<file path="config.mk">
export PLATFORM = sky130hd
export DESIGN_NAME = charger_blink_fault_detector_top
export DESIGN_NICKNAME = d
export VERILOG_FILES = /design/src/rtl/core/cbfd_pkg.sv /design/src/rtl/core/charger_blink_fault_detector_top.sv /design/src/rtl/core/cbfd_regs.sv /design/src/rtl/core/cbfd_core.sv
export VERILOG_INCLUDE_DIRS = /design/src /design/src/rtl/core
export SDC_FILE = /design/constraint.sdc
export NUM_CORES = 1
export LEC_CHECK = 0
export BUFFER_PORTS_ARGS = -buffer_cell sky130_fd_sc_hd__buf_2
export CAP_MARGIN = 10
export CORE_UTILIZATION = 40
export CTS_CLUSTER_DIAMETER = 100
export DETAILED_ROUTE_END_ITERATION = 16
export GPL_TIMING_DRIVEN = 1
export PLACE_DENSITY = 0.62
export SLEW_MARGIN = 40
export SYNTH_ARGS = -nofsm -noshare
export SYNTH_HDL_FRONTEND = slang
export SYNTH_HIERARCHICAL = 1
export SYNTH_SLANG_ARGS = --single-unit
</file>
<file path="constraint.sdc">
create_clock -name clock -period 10.95 [get_ports clock]
set_clock_uncertainty 0.1 [all_clocks]
set_input_delay 0 -clock clock [delete_from_list [all_inputs] [get_ports clock]]
set_output_delay 0 -clock clock [all_outputs]
set_load 0.05 [all_outputs]
</file>
<file path="src/rtl/core/charger_blink_fault_detector_top_defines.svh">
// assertion macros for the charger blink fault detector
// expects signals named clock and reset in the module that uses them
`ifndef CHARGER_BLINK_FAULT_DETECTOR_TOP_DEFINES_SVH
`define CHARGER_BLINK_FAULT_DETECTOR_TOP_DEFINES_SVH

// same-cycle implication, checked out of reset
`define CBFD_ASSERT_NOW(label, lhs, rhs, msg) \
   label: assert property (@(posedge clock) disable iff (reset) (lhs) |-> (rhs)) \
      else $error(msg);

// next-cycle implication, checked out of reset
`define CBFD_ASSERT_NEXT(label, lhs, rhs, msg) \
   label: assert property (@(posedge clock) disable iff (reset) (lhs) |=> (rhs)) \
      else $error(msg);

`endif

</file>
<file path="src/rtl/core/cbfd_pkg.sv">
// shared types and constants of the charger blink fault detector
// no dependencies
`default_nettype none

package cbfd_pkg;

   // item kinds on the request side
   localparam logic CMD_EDGE  = 1'b0;
   localparam logic CMD_QUERY = 1'b1;

   // register indexes
   localparam logic [1:0] REG_MIN_PERIOD = 2'd0;
   localparam logic [1:0] REG_MAX_PERIOD = 2'd1;
   localparam logic [1:0] REG_COUNT      = 2'd2;
   localparam logic [1:0] REG_HOLD       = 2'd3;

   // register reset values
   localparam logic [15:0] MIN_PERIOD_RESET = 16'd400;
   localparam logic [15:0] MAX_PERIOD_RESET = 16'd2000;
   localparam logic [7:0]  COUNT_RESET      = 8'd3;
   localparam logic [15:0] HOLD_RESET       = 16'd3000;

   // reported power modes
   localparam logic [1:0] MODE_OFF         = 2'd0;
   localparam logic [1:0] MODE_WIRE_FAULT  = 2'd1;
   localparam logic [1:0] MODE_WIRELESS_ON = 2'd2;
   localparam logic [1:0] MODE_WIRE_ON     = 2'd3;

   typedef enum logic [1:0] {
      WIRE_OFF   = 2'd0,
      WIRE_ON    = 2'd1,
      WIRE_FAULT = 2'd2
   } wire_status_type;

   typedef struct packed {
      logic [15:0] min_period_ms;
      logic [15:0] max_period_ms;
      logic [7:0]  count_needed;
      logic [15:0] hold_ms;
   } cfg_type;

   typedef struct packed {
      logic        cmd;
      logic [31:0] now_ms;
      logic        wire_pin_level;
      logic        wireless_pin_level;
   } item_type;

   typedef struct packed {
      logic [1:0] power_mode;
      logic [1:0] wire_state;
   } result_type;

endpackage

`default_nettype wire

</file>
<file path="src/rtl/core/charger_blink_fault_detector_top.sv">
// a query item goes from the input register into the result register, which drives rsp
// throughput: one item per cycle while no query is held; an edge item gives no result
// and leaves the input register in the cycle after it is taken
// a query waits in the input register only while the result register is held
// reset (synchronous, active high) empties both registers, clears the blink
// state to wire off and loads the register reset values
`default_nettype none
`include "charger_blink_fault_detector_top_defines.svh"

module charger_blink_fault_detector_top
   import cbfd_pkg::*;
(
   input  wire logic        clock,
   input  wire logic        reset,
   // request channel
   input  wire logic        req_tvalid,
   output logic             req_tready,
   input  wire logic [39:0] req_tdata,   // now_ms, wire_pin_level, wireless_pin_level, zeros
   input  wire logic        req_tuser,   // cmd
   // result channel
   output logic             rsp_tvalid,
   input  wire logic        rsp_tready,
   output logic [7:0]       rsp_tdata,   // power_mode, wire_state, zeros
   // register port
   input  wire logic        csr_psel,
   input  wire logic        csr_penable,
   input  wire logic        csr_pwrite,
   input  wire logic [3:0]  csr_paddr,
   input  wire logic [31:0] csr_pwdata,
   output logic      [31:0] csr_prdata,
   output logic             csr_pready
);

   cfg_type    cfg;
   item_type   req_item;
   item_type   s1_item_ff;
   logic       s1_valid_ff, s1_valid_in;
   logic       s1_advance;
   logic       req_fire;
   logic       s1_is_query;
   result_type core_result;
   result_type rsp_data_ff;
   logic       rsp_valid_ff, rsp_valid_in;

   cbfd_regs u_regs (
      .clock       (clock),
      .reset       (reset),
      .csr_psel    (csr_psel),
      .csr_penable (csr_penable),
      .csr_pwrite  (csr_pwrite),
      .csr_paddr   (csr_paddr),
      .csr_pwdata  (csr_pwdata),
      .csr_prdata  (csr_prdata),
      .csr_pready  (csr_pready),
      .cfg         (cfg)
   );

   // unpack the incoming item
   assign req_item.cmd                = req_tuser;
   assign req_item.now_ms             = req_tdata[31:0];
   assign req_item.wire_pin_level     = req_tdata[32];
   assign req_item.wireless_pin_level = req_tdata[33];

   assign s1_is_query = s1_item_ff.cmd == CMD_QUERY;

   // an edge item always moves on; a query needs room in the result register
   assign s1_advance = s1_valid_ff && (!s1_is_query || !rsp_valid_ff || rsp_tready);
   assign req_tready = !s1_valid_ff || s1_advance;
   assign req_fire   = req_tvalid && req_tready;

   always_comb begin
      if (req_fire) begin
         s1_valid_in = 1'b1;
      end else if (s1_advance) begin
         s1_valid_in = 1'b0;
      end else begin
         s1_valid_in = s1_valid_ff;
      end
   end

   // state update and result evaluation for the item leaving the input register
   cbfd_core u_core (
      .clock     (clock),
      .reset     (reset),
      .item_fire (s1_advance),
      .item      (s1_item_ff),
      .cfg       (cfg),
      .result    (core_result)
   );

   always_comb begin
      if (s1_advance && s1_is_query) begin
         rsp_valid_in = 1'b1;
      end else if (rsp_tready) begin
         rsp_valid_in = 1'b0;
      end else begin
         rsp_valid_in = rsp_valid_ff;
      end
   end

   always_ff @(posedge clock) begin
      if (reset) begin
         s1_valid_ff  <= 1'b0;
         rsp_valid_ff <= 1'b0;
      end else begin
         s1_valid_ff  <= s1_valid_in;
         rsp_valid_ff <= rsp_valid_in;
      end
   end

   // payload registers, no reset needed
   always_ff @(posedge clock) begin
      if (req_fire) begin
         s1_item_ff <= req_item;
      end
      if (s1_advance && s1_is_query) begin
         rsp_data_ff <= core_result;
      end
   end

   assign rsp_tvalid = rsp_valid_ff;
   assign rsp_tdata  = {4'd0, rsp_data_ff.wire_state, rsp_data_ff.power_mode};

   // a result only ever follows a query leaving the input register
   `CBFD_ASSERT_NOW(a_rsp_from_query, $rose(rsp_valid_ff),
      $past(s1_advance && s1_is_query), "result without a query")

   // a held item in the input register is not overwritten
   `CBFD_ASSERT_NEXT(a_s1_hold, s1_valid_ff && !s1_advance,
      s1_valid_ff && $stable(s1_item_ff), "input register lost a stalled item")

   // a fault mode always comes with a fault wire state
   `CBFD_ASSERT_NOW(a_fault_consistent,
      rsp_valid_ff && (rsp_data_ff.power_mode == MODE_WIRE_FAULT),
      rsp_data_ff.wire_state == WIRE_FAULT, "fault mode without fault state")

endmodule

`default_nettype wire

</file>
<file path="src/rtl/core/cbfd_regs.sv">
// apb register file holding the blink window, count and hold time
// depends on cbfd_pkg
`default_nettype none

module cbfd_regs
   import cbfd_pkg::*;
(
   input  wire logic        clock,
   input  wire logic        reset,
   input  wire logic        csr_psel,
   input  wire logic        csr_penable,
   input  wire logic        csr_pwrite,
   input  wire logic [3:0]  csr_paddr,
   input  wire logic [31:0] csr_pwdata,
   output logic      [31:0] csr_prdata,
   output logic             csr_pready,
   output cfg_type          cfg
);

   cfg_type    cfg_ff;
   cfg_type    cfg_in;
   logic       wr_en;
   logic [1:0] reg_idx;

   assign csr_pready = 1'b1;
   assign wr_en      = csr_psel & csr_penable & csr_pwrite;
   assign reg_idx    = csr_paddr[3:2];
   assign cfg        = cfg_ff;

   always_comb begin
      cfg_in = cfg_ff;
      if (wr_en) begin
         unique case (reg_idx)
            REG_MIN_PERIOD: cfg_in.min_period_ms = csr_pwdata[15:0];
            REG_MAX_PERIOD: cfg_in.max_period_ms = csr_pwdata[15:0];
            REG_COUNT:      cfg_in.count_needed  = csr_pwdata[7:0];
            REG_HOLD:       cfg_in.hold_ms       = csr_pwdata[15:0];
         endcase
      end
   end

   always_comb begin
      unique case (reg_idx)
         REG_MIN_PERIOD: csr_prdata = {16'd0, cfg_ff.min_period_ms};
         REG_MAX_PERIOD: csr_prdata = {16'd0, cfg_ff.max_period_ms};
         REG_COUNT:      csr_prdata = {24'd0, cfg_ff.count_needed};
         REG_HOLD:       csr_prdata = {16'd0, cfg_ff.hold_ms};
      endcase
   end

   always_ff @(posedge clock) begin
      if (reset) begin
         cfg_ff.min_period_ms <= MIN_PERIOD_RESET;
         cfg_ff.max_period_ms <= MAX_PERIOD_RESET;
         cfg_ff.count_needed  <= COUNT_RESET;
         cfg_ff.hold_ms       <= HOLD_RESET;
      end else begin
         cfg_ff <= cfg_in;
      end
   end

endmodule

`default_nettype wire

</file>
<file path="src/rtl/core/cbfd_core.sv">
// blink detection state and query evaluation, one item per cycle
// depends on cbfd_pkg
`default_nettype none

module cbfd_core
   import cbfd_pkg::*;
(
   input  wire logic     clock,
   input  wire logic     reset,
   input  wire logic     item_fire,
   input  wire item_type item,
   input  wire cfg_type  cfg,
   output result_type    result
);

   logic            parity_ff, parity_in;
   logic [31:0]     first_ff, first_in;
   logic [31:0]     last_ff, last_in;
   logic [7:0]      count_ff, count_in;
   wire_status_type status_ff, status_in;

   logic [31:0] period;
   logic [31:0] age;
   logic        in_window;
   logic        hold_fault;
   logic [7:0]  count_inc;

   // modular differences against stored edge times
   assign period     = item.now_ms - first_ff;
   assign age        = item.now_ms - last_ff;
   assign in_window  = (period > {16'd0, cfg.min_period_ms})
                     && (period < {16'd0, cfg.max_period_ms});
   assign hold_fault = (status_ff == WIRE_FAULT) && (age < {16'd0, cfg.hold_ms});
   assign count_inc  = count_ff + 8'd1;

   always_comb begin
      parity_in = parity_ff;
      first_in  = first_ff;
      last_in   = last_ff;
      count_in  = count_ff;
      status_in = status_ff;
      if (item_fire) begin
         if (item.cmd == CMD_EDGE) begin
            last_in = item.now_ms;
            if (status_ff != WIRE_FAULT) begin
               if (!parity_ff) begin
                  first_in  = item.now_ms;
                  parity_in = 1'b1;
               end else begin
                  parity_in = 1'b0;
                  if (in_window) begin
                     count_in = count_inc;
                     if (count_inc == cfg.count_needed) begin
                        status_in = WIRE_FAULT;
                        count_in  = 8'd0;
                     end
                  end
               end
            end
         end else if (item.wireless_pin_level && !hold_fault) begin
            // pin low means the wire charger is charging
            status_in = item.wire_pin_level ? WIRE_OFF : WIRE_ON;
         end
      end
   end

   always_comb begin
      result.wire_state = status_in;
      if (!item.wireless_pin_level) begin
         result.power_mode = MODE_WIRELESS_ON;
      end else begin
         case (status_in)
            WIRE_ON:    result.power_mode = MODE_WIRE_ON;
            WIRE_FAULT: result.power_mode = MODE_WIRE_FAULT;
            default:    result.power_mode = MODE_OFF;
         endcase
      end
   end

   always_ff @(posedge clock) begin
      if (reset) begin
         parity_ff <= 1'b0;
         last_ff   <= 32'd0;
         count_ff  <= 8'd0;
         status_ff <= WIRE_OFF;
      end else begin
         parity_ff <= parity_in;
         last_ff   <= last_in;
         count_ff  <= count_in;
         status_ff <= status_in;
      end
   end

   // first edge time is always written before it is read
   always_ff @(posedge clock) begin
      first_ff <= first_in;
   end

endmodule

`default_nettype wire
</file>
---- Word-level counts from Yosys, hierarchy flattened ----
Index checks and enable logic that the tools add are counted.
word-level totals
  register bits ........................... 172
  input bits .............................. 84
  output and inout port bits .............. 43
  logic and storage cells ................. 75
cells by class
  add/sub/neg operators ................... 3
  order comparisons ....................... 3
  eq/ne operators ......................... 8
  mux-type cells .......................... 16
  bitwise logic cells ..................... 4
  reductions and logical operators ........ 24
operator list
  kind                   count
  $pmux W32 S4           1
  $lt A32 B16 Y1         2
  $sub A32 B32 Y32       2
  $gt A32 B16 Y1         1
  $mux W2                7
  $reduce_and A2 Y1      5
  $add A8 B1 Y8 const B  1
  $eq A2 B2 Y1 const B   4
  $eq A8 B8 Y1           1
  $mux W8                1
  $logic_and A1 B1 Y1    6
  $mux W1                6
  $reduce_and A5 Y1      1
  $eq A2 B1 Y1 const B   2
  $logic_not A1 Y1       4
  $pmux W2 S2            1
  $reduce_and A4 Y1      1
  $reduce_bool A2 Y1     2
  $logic_or A1 B1 Y1     3
  $reduce_and A3 Y1      1
  $and A1 B1 Y1          2
  $logic_not A2 Y1       1
  $ne A2 B2 Y1 const B   1
  $not A1 Y1             2

---- Logic depth before layout (Yosys ltp) ----
  depth after elaboration ................. 10
  depth in mapped cells ................... 23
  mapped depth without buffers ............ 23

---- Modules after synthesis ----
Netlist, hierarchy kept.
modules (own cells, without submodules)
  module                            instances  cells each  area each (sq um)  sequential area each (sq um)
  cbfd_core                         1          1086        8180.3             1821.7
  cbfd_regs                         1          287         2807.7             1121.1
  charger_blink_fault_detector_top  1          56          1308.8             1211.2

---- Least setup slack after synthesis ----
OpenSTA, ideal clock, no wires.
  path type ............................... register to register
  start point ............................. register s1_item_ff[3] (netlist name)
  end point ............................... register u_core.count_ff[2]
  setup time .............................. 96 ps
  arrival ................................. 4586 ps
  required time ........................... 10754 ps
  setup slack ............................. 6168 ps
  stages on the path, launching flop included .. 20
  path buffers ............................ 1
  clock period less this slack ............ 4782 ps
  cells stage by stage .................... edfxtp_1 > ha_1 > nor2b_2 > o2111ai_1 > a311o_2 > and2_4 > o31ai_1 > xor2_1 > ha_1 > nand4_1 > a2111oi_0 > a21oi_1 > a2111oi_1 > nand4_1 > and4bb_1 > nand4_1 > or3_1 > buf_6 > or2_4 > o41ai_2
between the ends
  word-level cells in the longest chain between the ends .. 4
  elaborated cells between the ends (all ways) .. 5
  those cells by class .................... 1 x add/sub; 2 x order compare; 2 x reduce/logical
RTL lines
  element                                           RTL line                                 source
  start: declaration                                charger_blink_fault_detector_top.sv:36   item_type s1_item_ff;
  start signal: assignment                          charger_blink_fault_detector_top.sv:114  s1_item_ff <= req_item;
  $sub A32 B32 Y32 *                                cbfd_core.sv:29                          assign period = item.now_ms - first_ff;
  $gt A32 B16 Y1 or $lt A32 B16 Y1 (tied branches)  cbfd_core.sv:31, cbfd_core.sv:32
  $logic_and A1 B1 Y1 *                             cbfd_core.sv:32                          && (period < {16'd0, cfg.max_period_ms});
  $reduce_and A5 Y1 (no line) *                     --
  end signal: assignment                            cbfd_core.sv:89                          count_ff <= count_in;
  end: declaration                                  cbfd_core.sv:19                          logic [7:0] count_ff, count_in;
Mark *: on every way between the ends. The rest lies on a longest branch, timed or not.
A chain may end at the register's enable or synchronous reset.

---- Worst setup path in the final report ----
  start point ............................. register s1_item_ff[8] (netlist name)
  end point ............................... register rsp_data_ff (netlist bit rsp_tdata[0]) (data pin)
between the ends
  word-level cells in the longest chain between the ends .. 10
  elaborated cells between the ends (all ways) .. 18
  those cells by class .................... 2 x add/sub; 3 x order compare; 2 x eq/ne; 7 x mux; 4 x reduce/logical
RTL lines
  element                                         RTL line                                 source
  $sub A32 B32 Y32, on equally long branches      cbfd_core.sv:29, cbfd_core.sv:30
  $gt A32 B16 Y1, or another cell as far along    cbfd_core.sv:31                          assign in_window = (period > {16'd0, cfg.min_period_ms})
  $logic_and A1 B1 Y1, on equally long branches   cbfd_core.sv:32, cbfd_core.sv:33
  $mux W2 or $logic_not A1 Y1 (tied branches)     cbfd_core.sv:51, cbfd_core.sv:60
  $mux W2 or $logic_and A1 B1 Y1 (tied branches)  cbfd_core.sv:46, cbfd_core.sv:60
  $mux W2, on equally long branches               cbfd_core.sv:45, cbfd_core.sv:60
  $mux W2 *                                       cbfd_core.sv:43                          if (item.cmd == CMD_EDGE) begin
  $mux W2 *                                       cbfd_core.sv:42                          if (item_fire) begin
  $eq A2 B2 Y1 or $eq A2 B1 Y1 (tied branches)    cbfd_core.sv:72                          case (status_in)
  $pmux W2 S2 *                                   cbfd_core.sv:72
  end signal: assignment                          charger_blink_fault_detector_top.sv:117  rsp_data_ff <= core_result;
  end: declaration                                charger_blink_fault_detector_top.sv:42   result_type rsp_data_ff;
Marks and branches as above.

==> results.toml <==
[detailed_routing]
antenna_left = 0
dr.pass1.iters = 5
vias = 10540
drtIter0Drc = 852
drc = 0
wire_per_inst_microns = 17.39
routed_wl_microns = 33640
via_per_inst = 5.447

[setup_path]
cp_top_family = "compound AO/OA/AOI/OAI gates"
reg2reg_depth = 19
worstSetupEndpoint = "rsp_tdata[0]"
arrival_ps = 6090
critical_path_buf_inv_count = 0
crit_path_max_incr_delay_ps = 590
crit_type = "flip-flop to flip-flop"
crit_slowest_cell = "nor4_1"
crit_fanout = 7
path_cells = "ha_1, a21oi_1, nor3_1, nor4_1, nand2_1, xor2_1, ha_1, a21o_1, a21o_1, a222oi_1, o21ai_0, a2111oi_0, nand3_1, nand3b_1, nor4_1, nor4bb_1, o221ai_1, ha_1, nor2_1"
worstSetupEndpointType = "flip-flop"
r2r_setup_slack_ps = 4950
worstSetupStartpoint = "s1_item_ff[8]"
critPathLaunchType = "flip-flop"
cpMostUsedCell = "ha_1"
cp.depth = 19
worstPathRequired_ps = 11050
timing.rr.end = "rsp_tdata[0]"
rr_startpoint = "s1_item_ff[8]"

[logic_synthesis]
ys_async_sr_fraction_pct = 0
syn_inst = 1429
yosys_warnings = 6
synth-seq-area-share_pct = 33.78
yosys_register_bits = 172
avgSynthCellArea_sq_um = 8.605
synthesis.area_sq_um = 12300
synth_edf_count = 71
ys.flop_type = "dfxtp_1"
yosysUniqueCellTypes = 90

[power]
ir_drop_uv = 70.36
leakagePower_uw = 0.005736
p_per_area_nw_per_um2 = 121.9

[timing]
fin_ws_ps = 4954
rsz0062_at_grt = "no"
maxSlewHeadroom_pct = 44.99
finalCritPeriodShare_pct = 54.76
holdWs_ps = 162.1
max_freq_mhz = 166.8
finalHoldViolCount = 0
period_needed_ps = 5996
setup_tns_ps = 0
worstMarginPinSlew_ps = 804.4
setup_viol = 0
slew_violations = 0

[placed_design]
place_congestion = 0.8943
port_buffers = 81
pre_cts_ws_ps = 5097
hpwlAfterDp_microns = 25210
dpl_cell_area_sq_um = 12850

[clock_network]
h-tree-depth = 4
clk-insertion-delay-late_ps = 440
cts_num_sinks = 172
cts_setup_buffers = 0
cts_tree = "done"
cts_buffers = 17
path_clk_slew_ps = 70
cts-root-buf = "clkbuf_16"
cts_buffer_depth = 2
postCtsHoldBufs = 61
post_cts_resized = 0

[cells_and_area]
design_area_sq_um = 14060
regArea_sq_um = 4154
area_growth_pct = 14.33
multi_input_area_sq_um = 7243
antennaDiodeCount = 0
final_nets = 1728
final_layout_size_suffix_gt1_share_pct = 9.903
fillers = 2880

[grt]
grt_pass1_wl_microns = 53200
grt_max_degree = 97
gr-total-overflow = 0
grt_pass1_vias = 10080
antenna_found_initial = 0
grt_use_total_pct = 21.81

[flow_run]
cap_violations = 0

[die]
core_area_sq_um = 29950
ios = 127
chipWidth_microns = 177.3
fp.dieH_microns = 177.3
dieArea_sq_um = 31450
start_util_pct = 41.05
placementRows = 63

[run_status]
status = "finished, final reports clean"

[min_path]
hold_class = "primary input to flip-flop"
## metrics by stage
stage / utilization (%) / power (uW) / cells
after floorplan: - / 1003 / 1447
after global placement: 42.90 / 1090 / 1842
after detailed placement: 42.91 / 1095 / 1842
after CTS: 46.92 / 1722 / 1935
after global routing: 46.93 / 1797 / 1935
final: 46.93 / 1714 / 1935
## state kept, by name, summed over array words and instances (netlist names)
register          cells
u_core/first_ff      32
s1_is_query           1
u_core/status_ff      2
u_core/last_ff       32
rsp_tdata             4
s1_valid_ff           1
rsp_tvalid            1
u_core/parity_ff      1
u_regs/cfg           56
s1_item_ff           34
u_core/count_ff       8
## layout make-up
class / count / share of cell area, %
clock inverter: 12 / 0.9523
clock buffer: 20 / 3.257
timing repair buffer: 148 / 7.592
multi-input combinational: 1056 / 51.52
inverter: 137 / 3.658
sequential: 172 / 29.55
tap: 390 / 3.471
## worst reg2reg max path, stage by stage, from the launching register on
cell	delay (ps)
edfxtp_1	500
ha_1	450
a21oi_1	340
nor3_1	130
nor4_1	590
nand2_1	160
xor2_1	180
ha_1	300
a21o_1	160
a21o_1	200
a222oi_1	320
o21ai_0	160
a2111oi_0	530
nand3_1	190
nand3b_1	190
nor4_1	270
nor4bb_1	350
o221ai_1	260
ha_1	330
nor2_1	40
## cell families after synthesis
group,Yosys count,share of synthesized area [%]
AND/OR/NAND/NOR,450,18.23
AO/OA/AOI/OAI,344,17.61
buffers and inverters,219,7.926
flip-flops,172,33.78
adder cells (fa/ha/maj),112,11.52
multiplexers,79,7.275
XOR/XNOR,50,3.561
other,3,0.09157
## placed cells by master, fill, tap and decap left out, types with 7 or more instances in the layout
cell type / instances
a21o_1: 13
or3_1: 7
and2_1: 7
nand2b_1: 57
nand2_1: 149
nor3_1: 21
dfxtp_1: 101
clkbuf_16: 18
o21a_1: 13
inv_1: 137
nor2_1: 91
nor4_1: 8
conb_1: 21
nor2b_1: 22
mux2i_1: 68
o2111ai_1: 8
and3_1: 8
o211ai_1: 10
dlygate4sd3_1: 61
mux4_2: 8
o21ai_0: 85
nand4_1: 25
a211oi_1: 9
nand3_1: 26
buf_2: 80
xnor2_1: 30
edfxtp_1: 71
ha_1: 110
a21oi_1: 131
xor2_1: 20
a31oi_1: 9
o31ai_1: 7
## per-layer routing
layer  share of wire, %  vias up  GRT usage (%)
met5                  0        -              0
met4                2.1        0          7.265
met3                4.0       38          3.363
met2                 47      266          35.58
met1                 47     5016          29.33
li1                   -     5220              -
## Yosys cell counts, drive strengths merged, types with 10 or more instances
| cell type | instances | area [sq um] |
|---|---|---|
| clkbuf | 34 | 130.1 |
| edfxtp | 71 | 2132 |
| o21a | 13 | 97.59 |
| o21ai | 86 | 430.4 |
| buf | 48 | 330.3 |
| nor2 | 92 | 345.3 |
| nor3 | 24 | 135.1 |
| nand2b | 58 | 365.3 |
| a21o | 13 | 97.59 |
| nor2b | 24 | 152.6 |
| a21oi | 131 | 655.6 |
| xnor2 | 30 | 262.8 |
| ha | 110 | 1376 |
| nand4 | 25 | 156.4 |
| xor2 | 20 | 175.2 |
| nand2 | 149 | 559.3 |
| dfxtp | 101 | 2022 |
| mux2i | 68 | 680.7 |
| inv | 137 | 514.2 |
| nand3 | 27 | 147.6 |
| o211ai | 10 | 75.07 |
## worst min-delay path by stage
stage                           to  slack, ps  cells after the start          start
finish               s1_item_ff[5]        160                      2   req_tdata[3]
global route         s1_item_ff[5]        150                      2   req_tdata[3]
CTS                  s1_item_ff[7]        140                      2   req_tdata[5]
detailed placement  s1_item_ff[31]         80                      1  req_tdata[29]
global placement    s1_item_ff[31]         80                      1  req_tdata[29]
floorplan               rsp_tvalid        -30                      1          reset
## power breakdown
group	total [uW]	internal (uW)	switching, uW
Clock	610	333	277
Sequential	706	688	18.4
Combinational	397	152	245
Total	1710	1170	540
Power figures use the tool's default switching activity.
